===== src/hdl/kwt_pkg.sv =====
//------------------------------------------------------------------------------
// kwt_pkg
// Shared types, constants and the keyword table for the keyword tokenizer.
//------------------------------------------------------------------------------
`default_nettype none

package kwt_pkg;

   typedef enum logic [2:0] {
      MODE_IDLE  = 3'd0,
      MODE_NUM   = 3'd1,
      MODE_IDENT = 3'd2,
      MODE_STR   = 3'd3,
      MODE_ESC   = 3'd4,
      MODE_OP2   = 3'd5,
      MODE_DASH  = 3'd6,
      MODE_DROP  = 3'd7
   } mode_type;

   localparam int unsigned NUM_KW   = 22;
   localparam int unsigned KW_CHARS = 10;

   localparam logic [5:0] CLS_IDENT  = 6'd0;
   localparam logic [5:0] CLS_NUMBER = 6'd1;
   localparam logic [5:0] CLS_STRING = 6'd2;
   localparam logic [5:0] CLS_BINOP  = 6'd3;
   localparam logic [5:0] CLS_LPAREN = 6'd4;
   localparam logic [5:0] CLS_RPAREN = 6'd5;
   localparam logic [5:0] CLS_LBRACE = 6'd6;
   localparam logic [5:0] CLS_RBRACE = 6'd7;
   localparam logic [5:0] CLS_LBRACK = 6'd8;
   localparam logic [5:0] CLS_RBRACK = 6'd9;
   localparam logic [5:0] CLS_EQUAL  = 6'd10;
   localparam logic [5:0] CLS_COMMA  = 6'd11;
   localparam logic [5:0] CLS_KW0    = 6'd12;
   localparam logic [5:0] CLS_EOF    = 6'd34;
   localparam logic [5:0] CLS_ERROR  = 6'd35;
   localparam logic [5:0] CLS_NONE   = 6'd63;

   typedef struct packed {
      logic [7:0] chr;
      logic       first;
      logic       last;
      logic [5:0] cls;
   } tok_type;

   typedef struct packed {
      logic       count2;
      tok_type    r0;
      tok_type    r1;
   } rsp_pair_type;

   function automatic logic [7:0] kw_char(input logic [4:0] k, input logic [3:0] p);
      logic [8*KW_CHARS-1:0] s;
      unique case (k)
         5'd0:  s = {"variable", 16'h0};
         5'd1:  s = {"func", 48'h0};
         5'd2:  s = {"true", 48'h0};
         5'd3:  s = {"false", 40'h0};
         5'd4:  s = {"call", 48'h0};
         5'd5:  s = {"if", 64'h0};
         5'd6:  s = {"elseif", 32'h0};
         5'd7:  s = {"else", 48'h0};
         5'd8:  s = {"while", 40'h0};
         5'd9:  s = {"for", 56'h0};
         5'd10: s = {"class", 40'h0};
         5'd11: s = {"throw", 40'h0};
         5'd12: s = {"catch", 40'h0};
         5'd13: s = {"try", 56'h0};
         5'd14: s = {"reinit", 32'h0};
         5'd15: s = {"return", 32'h0};
         5'd16: s = {"break", 40'h0};
         5'd17: s = {"continue", 16'h0};
         5'd18: s = {"lambda", 32'h0};
         5'd19: s = {"idx", 56'h0};
         5'd20: s = {"idx", "_", "reinit"};
         5'd21: s = {"struct", 32'h0};
         default: s = '0;
      endcase
      if (p < 4'(KW_CHARS)) begin
         kw_char = s[8*KW_CHARS-1 - 8*p -: 8];
      end else begin
         kw_char = 8'h00;
      end
   endfunction

   function automatic logic [3:0] kw_len(input logic [4:0] k);
      unique case (k)
         5'd0: kw_len = 4'd8;   5'd1: kw_len = 4'd4;   5'd2: kw_len = 4'd4;
         5'd3: kw_len = 4'd5;   5'd4: kw_len = 4'd4;   5'd5: kw_len = 4'd2;
         5'd6: kw_len = 4'd6;   5'd7: kw_len = 4'd4;   5'd8: kw_len = 4'd5;
         5'd9: kw_len = 4'd3;   5'd10: kw_len = 4'd5;  5'd11: kw_len = 4'd5;
         5'd12: kw_len = 4'd5;  5'd13: kw_len = 4'd3;  5'd14: kw_len = 4'd6;
         5'd15: kw_len = 4'd6;  5'd16: kw_len = 4'd5;  5'd17: kw_len = 4'd8;
         5'd18: kw_len = 4'd6;  5'd19: kw_len = 4'd3;  5'd20: kw_len = 4'd10;
         5'd21: kw_len = 4'd6;
         default: kw_len = 4'd0;
      endcase
   endfunction

   function automatic logic is_dig(input logic [7:0] c);
      is_dig = (c >= "0") && (c <= "9");
   endfunction

   function automatic logic is_alf(input logic [7:0] c);
      logic [7:0] l;
      l = c | 8'h20;
      is_alf = (l >= "a") && (l <= "z");
   endfunction

   function automatic logic is_idc(input logic [7:0] c);
      is_idc = is_alf(c) || is_dig(c) || (c == "_");
   endfunction

   function automatic logic [5:0] punct_class(input logic [7:0] c);
      unique case (c)
         "(": punct_class = CLS_LPAREN;
         ")": punct_class = CLS_RPAREN;
         "{": punct_class = CLS_LBRACE;
         "}": punct_class = CLS_RBRACE;
         "[": punct_class = CLS_LBRACK;
         "]": punct_class = CLS_RBRACK;
         "=": punct_class = CLS_EQUAL;
         ",": punct_class = CLS_COMMA;
         "+", "-", "*", "/", "%", ">", "<": punct_class = CLS_BINOP;
         default: punct_class = CLS_NONE;
      endcase
   endfunction

endpackage

`default_nettype wire


===== src/hdl/kwt_lexer.sv =====
//------------------------------------------------------------------------------
// kwt_lexer
// Lexer state and single-pass classification of the held byte with lookahead.
//------------------------------------------------------------------------------
`default_nettype none

module kwt_lexer (
   input  wire logic                  clock,
   input  wire logic                  reset,
   input  wire logic                  step,
   input  wire logic [7:0]            in_char,
   input  wire logic                  in_end,
   output kwt_pkg::rsp_pair_type      pair,
   output logic                       pair_count_nz
);

   logic [7:0]         held_byte_ff, held_byte_in;
   logic               held_valid_ff, held_valid_in;
   kwt_pkg::mode_type  mode_ff, mode_in;
   logic [21:0]        kw_ff, kw_in;
   logic [3:0]         len_ff, len_in;

   logic [21:0]        kw_fed;
   logic [3:0]         len_fed;
   logic [5:0]         kw_cls;
   logic [1:0]         n;
   kwt_pkg::tok_type   r0, r1;

   // Keyword match after feeding the held byte.
   always_comb begin
      logic [21:0] base;
      base = (mode_ff == kwt_pkg::MODE_IDENT) ? kw_ff : '1;
      len_fed = (mode_ff == kwt_pkg::MODE_IDENT) ? len_ff : 4'd0;
      for (int k = 0; k < kwt_pkg::NUM_KW; k++) begin
         kw_fed[k] = base[k] && (len_fed < kwt_pkg::kw_len(5'(k)))
                     && (kwt_pkg::kw_char(5'(k), len_fed) == held_byte_ff);
      end
      if (len_fed != 4'd15) begin
         len_fed = len_fed + 4'd1;
      end
      kw_cls = kwt_pkg::CLS_IDENT;
      for (int k = kwt_pkg::NUM_KW - 1; k >= 0; k--) begin
         if (kw_fed[k] && (kwt_pkg::kw_len(5'(k)) == len_fed)) begin
            kw_cls = kwt_pkg::CLS_KW0 + 6'(k);
         end
      end
   end

   function automatic kwt_pkg::tok_type mk(input logic [7:0] c, input logic f,
                                           input logic l, input logic [5:0] cl);
      kwt_pkg::tok_type t;
      t.chr = c; t.first = f; t.last = l; t.cls = cl;
      mk = t;
   endfunction

   always_comb begin
      logic [7:0] c, b, d;
      logic       eoi, run, err;
      c = held_byte_ff;
      eoi = in_end;
      b = eoi ? 8'h00 : in_char;
      d = 8'h30 + {4'd0, len_ff};
      n = 2'd0;
      r0 = mk(8'h00, 1'b0, 1'b0, 6'd0);
      r1 = mk(8'h00, 1'b1, 1'b1, kwt_pkg::CLS_EOF);
      mode_in = mode_ff;
      kw_in = kw_ff;
      len_in = len_ff;
      held_byte_in = held_byte_ff;
      held_valid_in = held_valid_ff;
      err = 1'b0;
      run = held_valid_ff && (mode_ff != kwt_pkg::MODE_DROP)
            && (eoi || !(mode_ff == kwt_pkg::MODE_DROP));
      if (run) begin
         unique case (mode_ff)
            kwt_pkg::MODE_IDLE: begin
               if (c == " " || c == 8'h09 || c == 8'h0a || c == 8'h0d) begin
               end else if (c == 8'h00) begin
                  mode_in = kwt_pkg::MODE_DROP;
               end else if (kwt_pkg::is_dig(c)) begin
                  if (kwt_pkg::is_dig(b)) begin
                     n = 2'd1; r0 = mk(c, 1'b1, 1'b0, 6'd0);
                     mode_in = kwt_pkg::MODE_NUM;
                  end else if (b == "-") begin
                     len_in = c[3:0] - 4'h0; kw_in = 22'd1;
                     mode_in = kwt_pkg::MODE_DASH;
                  end else begin
                     n = 2'd1; r0 = mk(c, 1'b1, 1'b1, kwt_pkg::CLS_NUMBER);
                     mode_in = kwt_pkg::MODE_IDLE;
                  end
               end else if (c == "-" && kwt_pkg::is_dig(b)) begin
                  n = 2'd1; r0 = mk(c, 1'b1, 1'b0, 6'd0);
                  mode_in = kwt_pkg::MODE_NUM;
               end else if (kwt_pkg::is_alf(c)) begin
                  kw_in = kw_fed; len_in = len_fed; n = 2'd1;
                  if (kwt_pkg::is_idc(b)) begin
                     r0 = mk(c, 1'b1, 1'b0, 6'd0); mode_in = kwt_pkg::MODE_IDENT;
                  end else begin
                     r0 = mk(c, 1'b1, 1'b1, kw_cls); mode_in = kwt_pkg::MODE_IDLE;
                  end
               end else if (c == "=" && (b == "=" || b == ">" || b == "<" || b == "!")) begin
                  n = 2'd1; r0 = mk(c, 1'b1, 1'b0, 6'd0);
                  mode_in = kwt_pkg::MODE_OP2;
               end else if (c == 8'h22) begin
                  if (eoi) begin
                     err = 1'b1;
                  end else begin
                     len_in = 4'd0;
                     if (b == 8'h22) begin
                        n = 2'd1; r0 = mk(8'h00, 1'b1, 1'b1, kwt_pkg::CLS_STRING);
                        len_in = 4'd1;
                     end
                     mode_in = kwt_pkg::MODE_STR;
                  end
               end else if (kwt_pkg::punct_class(c) != kwt_pkg::CLS_NONE) begin
                  n = 2'd1; r0 = mk(c, 1'b1, 1'b1, kwt_pkg::punct_class(c));
               end else begin
                  err = 1'b1;
               end
            end
            kwt_pkg::MODE_NUM: begin
               if (kwt_pkg::is_dig(b)) begin
                  n = 2'd1; r0 = mk(c, 1'b0, 1'b0, 6'd0);
               end else if (b == "-") begin
                  len_in = c[3:0] - 4'h0; kw_in = 22'd0;
                  mode_in = kwt_pkg::MODE_DASH;
               end else begin
                  n = 2'd1; r0 = mk(c, 1'b0, 1'b1, kwt_pkg::CLS_NUMBER);
                  mode_in = kwt_pkg::MODE_IDLE;
               end
            end
            kwt_pkg::MODE_IDENT: begin
               kw_in = kw_fed; len_in = len_fed; n = 2'd1;
               if (kwt_pkg::is_idc(b)) begin
                  r0 = mk(c, 1'b0, 1'b0, 6'd0);
               end else begin
                  r0 = mk(c, 1'b0, 1'b1, kw_cls); mode_in = kwt_pkg::MODE_IDLE;
               end
            end
            kwt_pkg::MODE_STR, kwt_pkg::MODE_ESC: begin
               if (mode_ff == kwt_pkg::MODE_STR && c == 8'h22) begin
                  mode_in = kwt_pkg::MODE_IDLE;
               end else if (eoi || (mode_ff == kwt_pkg::MODE_STR && c == 8'h00)) begin
                  err = 1'b1;
               end else if (mode_ff == kwt_pkg::MODE_STR && c == 8'h5c && b == "n") begin
                  mode_in = kwt_pkg::MODE_ESC;
               end else begin
                  n = 2'd1;
                  r0 = mk((mode_ff == kwt_pkg::MODE_ESC) ? 8'h0a : c, len_ff == 4'd0,
                          b == 8'h22, (b == 8'h22) ? kwt_pkg::CLS_STRING : 6'd0);
                  len_in = 4'd1;
                  mode_in = kwt_pkg::MODE_STR;
               end
            end
            kwt_pkg::MODE_OP2: begin
               n = 2'd1; r0 = mk(c, 1'b0, 1'b1, kwt_pkg::CLS_BINOP);
               mode_in = kwt_pkg::MODE_IDLE;
            end
            kwt_pkg::MODE_DASH: begin
               n = 2'd1; mode_in = kwt_pkg::MODE_IDLE;
               if (eoi) begin
                  r0 = mk(d, kw_ff[0], 1'b1, kwt_pkg::CLS_NUMBER);
               end else if (kwt_pkg::is_dig(b)) begin
                  n = 2'd2; r0 = mk(d, kw_ff[0], 1'b0, 6'd0);
                  r1 = mk(c, 1'b0, 1'b0, 6'd0); mode_in = kwt_pkg::MODE_NUM;
               end else begin
                  n = 2'd2; r0 = mk(d, kw_ff[0], 1'b1, kwt_pkg::CLS_NUMBER);
                  r1 = mk(c, 1'b1, 1'b1, kwt_pkg::CLS_BINOP);
               end
            end
            default: begin
            end
         endcase
         if (err) begin
            n = 2'd1; r0 = mk(8'h00, 1'b1, 1'b1, kwt_pkg::CLS_ERROR);
            mode_in = kwt_pkg::MODE_DROP;
         end
      end
      if (eoi) begin
         // At end of input only one result of the flush survives, then eof.
         if (n == 2'd0) begin
            r0 = mk(8'h00, 1'b1, 1'b1, kwt_pkg::CLS_EOF);
            n = 2'd1;
         end else begin
            r1 = mk(8'h00, 1'b1, 1'b1, kwt_pkg::CLS_EOF);
            n = 2'd2;
         end
         held_byte_in = 8'h00; held_valid_in = 1'b0;
         mode_in = kwt_pkg::MODE_IDLE; kw_in = '1; len_in = 4'd0;
      end else if (mode_ff == kwt_pkg::MODE_DROP) begin
         n = 2'd0;
         mode_in = mode_ff; kw_in = kw_ff; len_in = len_ff;
      end else if (!held_valid_ff) begin
         held_byte_in = in_char; held_valid_in = 1'b1;
      end else begin
         held_byte_in = in_char;
         if (mode_in == kwt_pkg::MODE_DROP) begin
            held_valid_in = 1'b0;
         end
      end
   end

   always_comb begin
      pair.count2 = n[1];
      pair.r0 = r0;
      pair.r1 = r1;
      pair_count_nz = (n != 2'd0);
   end

   always_ff @(posedge clock) begin
      if (reset) begin
         held_byte_ff <= 8'h00;
         held_valid_ff <= 1'b0;
         mode_ff <= kwt_pkg::MODE_IDLE;
         kw_ff <= '1;
         len_ff <= 4'd0;
      end else if (step) begin
         held_byte_ff <= held_byte_in;
         held_valid_ff <= held_valid_in;
         mode_ff <= mode_in;
         kw_ff <= kw_in;
         len_ff <= len_in;
      end
   end

endmodule

`default_nettype wire


===== src/hdl/kwt_outbuf.sv =====
//------------------------------------------------------------------------------
// kwt_outbuf
// Result buffer holding up to two pending result beats from one input beat.
//------------------------------------------------------------------------------
`default_nettype none

module kwt_outbuf (
   input  wire logic                  clock,
   input  wire logic                  reset,
   input  wire logic                  load,
   input  wire logic                  load_nz,
   input  kwt_pkg::rsp_pair_type      pair,
   output logic                       can_load,
   output logic                       rsp_valid,
   input  wire logic                  rsp_ready,
   output kwt_pkg::tok_type           head
);

   kwt_pkg::tok_type  slot0_ff, slot0_in, slot1_ff, slot1_in;
   logic [1:0]        cnt_ff, cnt_in;
   logic              pop;

   assign rsp_valid = (cnt_ff != 2'd0);
   assign head = slot0_ff;
   assign pop = rsp_valid && rsp_ready;
   // A new pair may enter when the buffer is empty or drains this cycle.
   assign can_load = (cnt_ff == 2'd0) || (cnt_ff == 2'd1 && rsp_ready);

   always_comb begin
      slot0_in = slot0_ff;
      slot1_in = slot1_ff;
      cnt_in = cnt_ff;
      if (pop) begin
         slot0_in = slot1_ff;
         cnt_in = cnt_ff - 2'd1;
      end
      if (load && load_nz) begin
         slot0_in = pair.r0;
         slot1_in = pair.r1;
         cnt_in = pair.count2 ? 2'd2 : 2'd1;
      end
   end

   always_ff @(posedge clock) begin
      slot0_ff <= slot0_in;
      slot1_ff <= slot1_in;
      if (reset) begin
         cnt_ff <= 2'd0;
      end else begin
         cnt_ff <= cnt_in;
      end
   end

endmodule

`default_nettype wire


===== src/hdl/keyword_tokenizer.sv =====
//------------------------------------------------------------------------------
// keyword_tokenizer
// Streaming lexer with one byte of lookahead and a 22-entry keyword matcher.
//------------------------------------------------------------------------------
// Usage: source bytes enter on the req_ channel (req_in_end marks end of text,
// with no byte). Each accepted beat is classified in one pass against the byte
// held from the previous beat, and yields zero, one or two result beats on the
// rsp_ channel: one token byte per beat, first/last marks, class on last.
// Results of a request beat are shown the cycle after it is accepted.
// Throughput: one request beat per cycle while each yields at most one result
// and the receiver takes one per cycle; a beat yielding two results (a number
// followed by a minus, or a flush at end of input) holds off the next request
// beat while the single result port drains the two-entry result buffer.
// Reset clears the held byte, the mode and the keyword match; the result
// buffer comes up empty. When the receiver stalls, results wait in the
// buffer and req_ready drops once it cannot take another pair.
//------------------------------------------------------------------------------
`default_nettype none

module keyword_tokenizer (
   input  wire logic        clock,
   input  wire logic        reset,
   input  wire logic        req_valid,
   output logic             req_ready,
   input  wire logic [7:0]  req_in_char,
   input  wire logic        req_in_end,
   output logic             rsp_valid,
   input  wire logic        rsp_ready,
   output logic [7:0]       rsp_out_char,
   output logic             rsp_token_first,
   output logic             rsp_token_last,
   output logic [5:0]       rsp_token_class
);

   kwt_pkg::rsp_pair_type pair;
   kwt_pkg::tok_type      head;
   logic                  pair_nz;
   logic                  step;

   assign step = req_valid && req_ready;

   kwt_lexer u_lexer (
      .clock         (clock),
      .reset         (reset),
      .step          (step),
      .in_char       (req_in_char),
      .in_end        (req_in_end),
      .pair          (pair),
      .pair_count_nz (pair_nz)
   );

   kwt_outbuf u_outbuf (
      .clock     (clock),
      .reset     (reset),
      .load      (step),
      .load_nz   (pair_nz),
      .pair      (pair),
      .can_load  (req_ready),
      .rsp_valid (rsp_valid),
      .rsp_ready (rsp_ready),
      .head      (head)
   );

   assign rsp_out_char = head.chr;
   assign rsp_token_first = head.first;
   assign rsp_token_last = head.last;
   assign rsp_token_class = head.cls;

   a_class_on_last: assert property (@(posedge clock) disable iff (reset)
      rsp_valid && !rsp_token_last |-> rsp_token_class == 6'd0)
      else $error("class set on a beat that is not last");

   a_eof_first: assert property (@(posedge clock) disable iff (reset)
      rsp_valid && rsp_token_class == kwt_pkg::CLS_EOF |-> rsp_token_first
         && rsp_token_last && rsp_out_char == 8'h00)
      else $error("malformed end-of-file beat");

   a_rsp_hold: assert property (@(posedge clock) disable iff (reset)
      rsp_valid && !rsp_ready |=> rsp_valid
         && $stable({rsp_out_char, rsp_token_first, rsp_token_last, rsp_token_class}))
      else $error("result beat changed while stalled");

   a_ready_when_empty: assert property (@(posedge clock) disable iff (reset)
      !rsp_valid |-> req_ready)
      else $error("input stalled with an empty result buffer");

endmodule

`default_nettype wire


===== config.mk =====
export PLATFORM = sky130hd
export DESIGN_NAME = keyword_tokenizer
export DESIGN_NICKNAME = d
export VERILOG_FILES = /design/src/hdl/kwt_pkg.sv /design/src/hdl/kwt_lexer.sv /design/src/hdl/kwt_outbuf.sv /design/src/hdl/keyword_tokenizer.sv
export SDC_FILE = /design/constraint.sdc
export NUM_CORES = 1
export LEC_CHECK = 0
export ABC_AREA = 1
export BUFFER_PORTS_ARGS = -buffer_cell sky130_fd_sc_hd__buf_2
export CORE_MARGIN = 1
export CORE_UTILIZATION = 40
export DETAILED_ROUTE_END_ITERATION = 16
export HOLD_SLACK_MARGIN = 0.03
export PLACE_DENSITY = 0.59
export SKIP_LAST_GASP = 1
export SYNTH_ARGS = -nofsm -noshare
export SYNTH_HDL_FRONTEND = slang
export SYNTH_HIERARCHICAL = 1
export SYNTH_SLANG_ARGS = --single-unit

===== constraint.sdc =====
create_clock -name clock -period 8.2 [get_ports clock]
set_clock_uncertainty 0.2 [all_clocks]
set_input_delay 0.41 -clock clock [delete_from_list [all_inputs] [get_ports clock]]
set_output_delay 0.41 -clock clock [all_outputs]
set_load 0.05 [all_outputs]

==> impl_metrics.ini <==
[sta]
fin_hold_ws_ps = 151
fin_crit_sh_pct = 64.7
hold_viol = 0
maxSlewViolCount = 0
relSlewSlack_pct = 37.9
period_minus_slack_ps = 5310
final.setup.worst_slack_ps = 2890
tightest_slew_ps = 930
rsz0062_at_grt = false
timing.setup.tns_ps = 0
finalSetupViolations = 0
clock.fmax_ghz = 0.188

[layout]
area_delta_synth_final_pct = 6.31
layout.area.seq_mm2 = 0.00176
fin_cells = 1348
multi_input_area_mm2 = 0.00478
num_antenna_cells = 0
drive_above_1_share_pct = 13.6
fin_nets = 1133
most-common-layout-cells = nand2_1, nor2_1, inv_1
fill_cells = 1919
layout_commonest_cell = nand2_1

[setup_path]
path_depth = 21
cp.required_ps = 8220
cp_max_fo = 25
path_cells = inv_2 -> nand2_4 -> nor2_4 -> inv_2 -> ha_1 -> clkinv_1 -> nand3_2 -> nand2_4 -> nand3_1 -> nand2_1 -> inv_2 -> nand2_1 -> nor4_2 -> nand2_1 -> nand2_1 -> nor2_1 -> nand2_1 -> nor2_1 -> nor4_1 -> nand2_1 -> nand2_1
r2r_end = u_outbuf/head[4]
r2r_cells = 21
r2r_setup_slack_ps = 2890
crit_slowest_cell = nor4_2
crit_start = u_lexer/mode_ff[2]
reg2reg_from = u_lexer/mode_ff[2]
critPathMostFrequentCell = nand2_1
cp_num_buf_inv = 4
crit_arrival_ps = 5320
crit_family = simple AND/OR/NAND/NOR gates
max_stage_delay_ps = 560
cp-endpoint = u_outbuf/head[4]
cp-end-kind = flop
crit_path_start_kind = flop
path_class = flop to flop

[logic_synthesis]
synthTopCellsByArea = nand2_1, edfxtp_1, dfxtp_1, nor2_1, inv_1
syn_avg_cell_area_um2 = 6.56
synth_seq_cells = 72
ys_seq_area_share_pct = 24.1
netlist_area_mm2 = 0.00732
synth_top_area_share_pct = 13.8
async_reset_ff_share_pct = 0
yosys_warnings = 6
synth_top_cell_by_area = nand2_1
ys_types = 66
synth_cells = 1115
ys.flop_type = dfxtp_1
synth_edf_count = 32

[global_routing]
grt-busiest-layer = met2
antenna_found_initial = 0
met2_usage_pct = 44.4
grt_overflow_total = 0
met3_usage_pct = 5.00
met1_usage_pct = 38.1
gr-usage-all-layers_pct = 28.3
grt_first_pass_wirelength_mm = 40.1
grt_start_max_net_pins = 34
grt_pass1_vias = 7025

[detailed_routing]
vias_per_cell = 5.86
routedWlPerCell_um = 19.4
wl_mm = 26.1
first_iter_violations = 991
first_pass_iters = 6
dr_total_vias = 7894
drtAntennaViolNets = 0
route.detailed.drc = 0

[clock_network]
cts_buffers = 9
cts.path.max_buffers = 2
post_cts_buffers = 0
cts_root_buf = clkbuf_16
cts_tree = done
clock_latency_ps = 350
cts.sinks = 72
hold_buffers = 0
h-tree-depth = 3
path_clk_slew_ps = 60
cts.repair.resized = 0

[run]
cap_violations = 0

[worst_hold_path]
hold_class = input pin to flop

[floorplanning]
boundaryPins = 31
die_h_um = 137
num_rows = 49
dieArea_mm2 = 0.0188
die_width_um = 137
fp.coreArea_mm2 = 0.0180
initial_core_util_pct = 40.7

[pwr]
leakagePower_nw = 3.32
finalPower_mw = 1.71
irDropWorstVdd_mv = 0.185
power.density_mw_per_mm2 = 220

[place]
port_buffers = 30
place_inst = 1332
dp_hpwl_mm = 19.8
gp_congestion = 1.08
dp_slack_ps = 3130

[outcome]
status = finished, final reports clean
## stage by stage
step	cell area, µm²	utilization [%]
after floorplan	7330	-
after global placement	7510	41.8
after detailed placement	7510	41.8
after CTS	7780	43.3
after global routing	7780	43.3
final	7780	43.3
## metal layers
| metal | vias to the layer above | wire length, µm |
|---|---|---|
| li1 | 3772 | - |
| met1 | 3550 | 11100 |
| met2 | 484 | 11400 |
| met3 | 88 | 2510 |
| met4 | 0 | 1030 |
| met5 | - | 0 |
## tightest hold or removal path: stages
cell and delay (ps):
buf_2 100, a22oi_1 70, nor2_1 80
## report_power, final
group	internal [mW]	leakage, nW	total, mW	switching [mW]
combinational	0.216	2.58	0.856	0.640
sequential	0.454	0.615	0.496	0.0415
clock	0.204	0.129	0.362	0.159
## cell type report
cell class	instances	area share, %
clock buffers	9	2.89
clock inverters	7	0.595
inverters	119	5.84
multi-input cells	872	61.5
flip-flops and latches	72	22.6
well taps	229	3.68
repair buffers	40	2.89
## state kept, by name, summed over array words and instances, names as in the netlist
| register | count |
|---|---|
| u_outbuf/cnt_ff | 2 |
| u_lexer/mode_ff | 3 |
| u_lexer/kw_ff | 22 |
| u_lexer/held_valid_ff | 1 |
| u_outbuf/slot1_ff | 16 |
| u_lexer/held_byte_ff | 8 |
| u_lexer/len_ff | 4 |
| u_outbuf/head | 16 |
## cells by family (layout without fill, tap and decap cells)
group	count (synthesis)	after routing	share of synthesized area, %
buffers and inverters	173	175	10.7
flip-flops	72	72	24.1
AND/OR/NAND/NOR	611	611	41.4
other	1	3	0.0512
adder cells (fa/ha/maj)	6	6	1.03
AO/OA/AOI/OAI	213	213	17.7
XOR/XNOR	39	39	4.97
## cells in the mapped netlist (18+ instances only)
| cell | n |
|---|---|
| nand2_1 | 269 |
| nor2_1 | 139 |
| inv_1 | 93 |
| nand3_1 | 64 |
| o21ai_0 | 62 |
| a21oi_1 | 53 |
| dfxtp_1 | 40 |
| xor2_1 | 36 |
| edfxtp_1 | 32 |
| nor3_1 | 30 |
| clkbuf_1 | 24 |
| nand4_1 | 19 |
| inv_2 | 18 |
| o22ai_1 | 18 |
## worst min-delay path by stage
stage | from | endpoint | slack (ps) | cells past startpoint
after floorplan | u_lexer/kw_ff[21] | u_lexer/kw_ff[21] | 240 | 2
after global placement | u_lexer/kw_ff[13] | u_lexer/kw_ff[13] | 260 | 2
after detailed placement | u_lexer/kw_ff[2] | u_lexer/kw_ff[2] | 270 | 2
after CTS | req_in_char[7] | u_lexer/held_byte_ff[7] | 130 | 3
after global routing | req_in_char[7] | u_lexer/held_byte_ff[7] | 140 | 3
final | req_in_char[7] | u_lexer/held_byte_ff[7] | 150 | 3
Note: power is estimated with default switching activity, not from simulation.
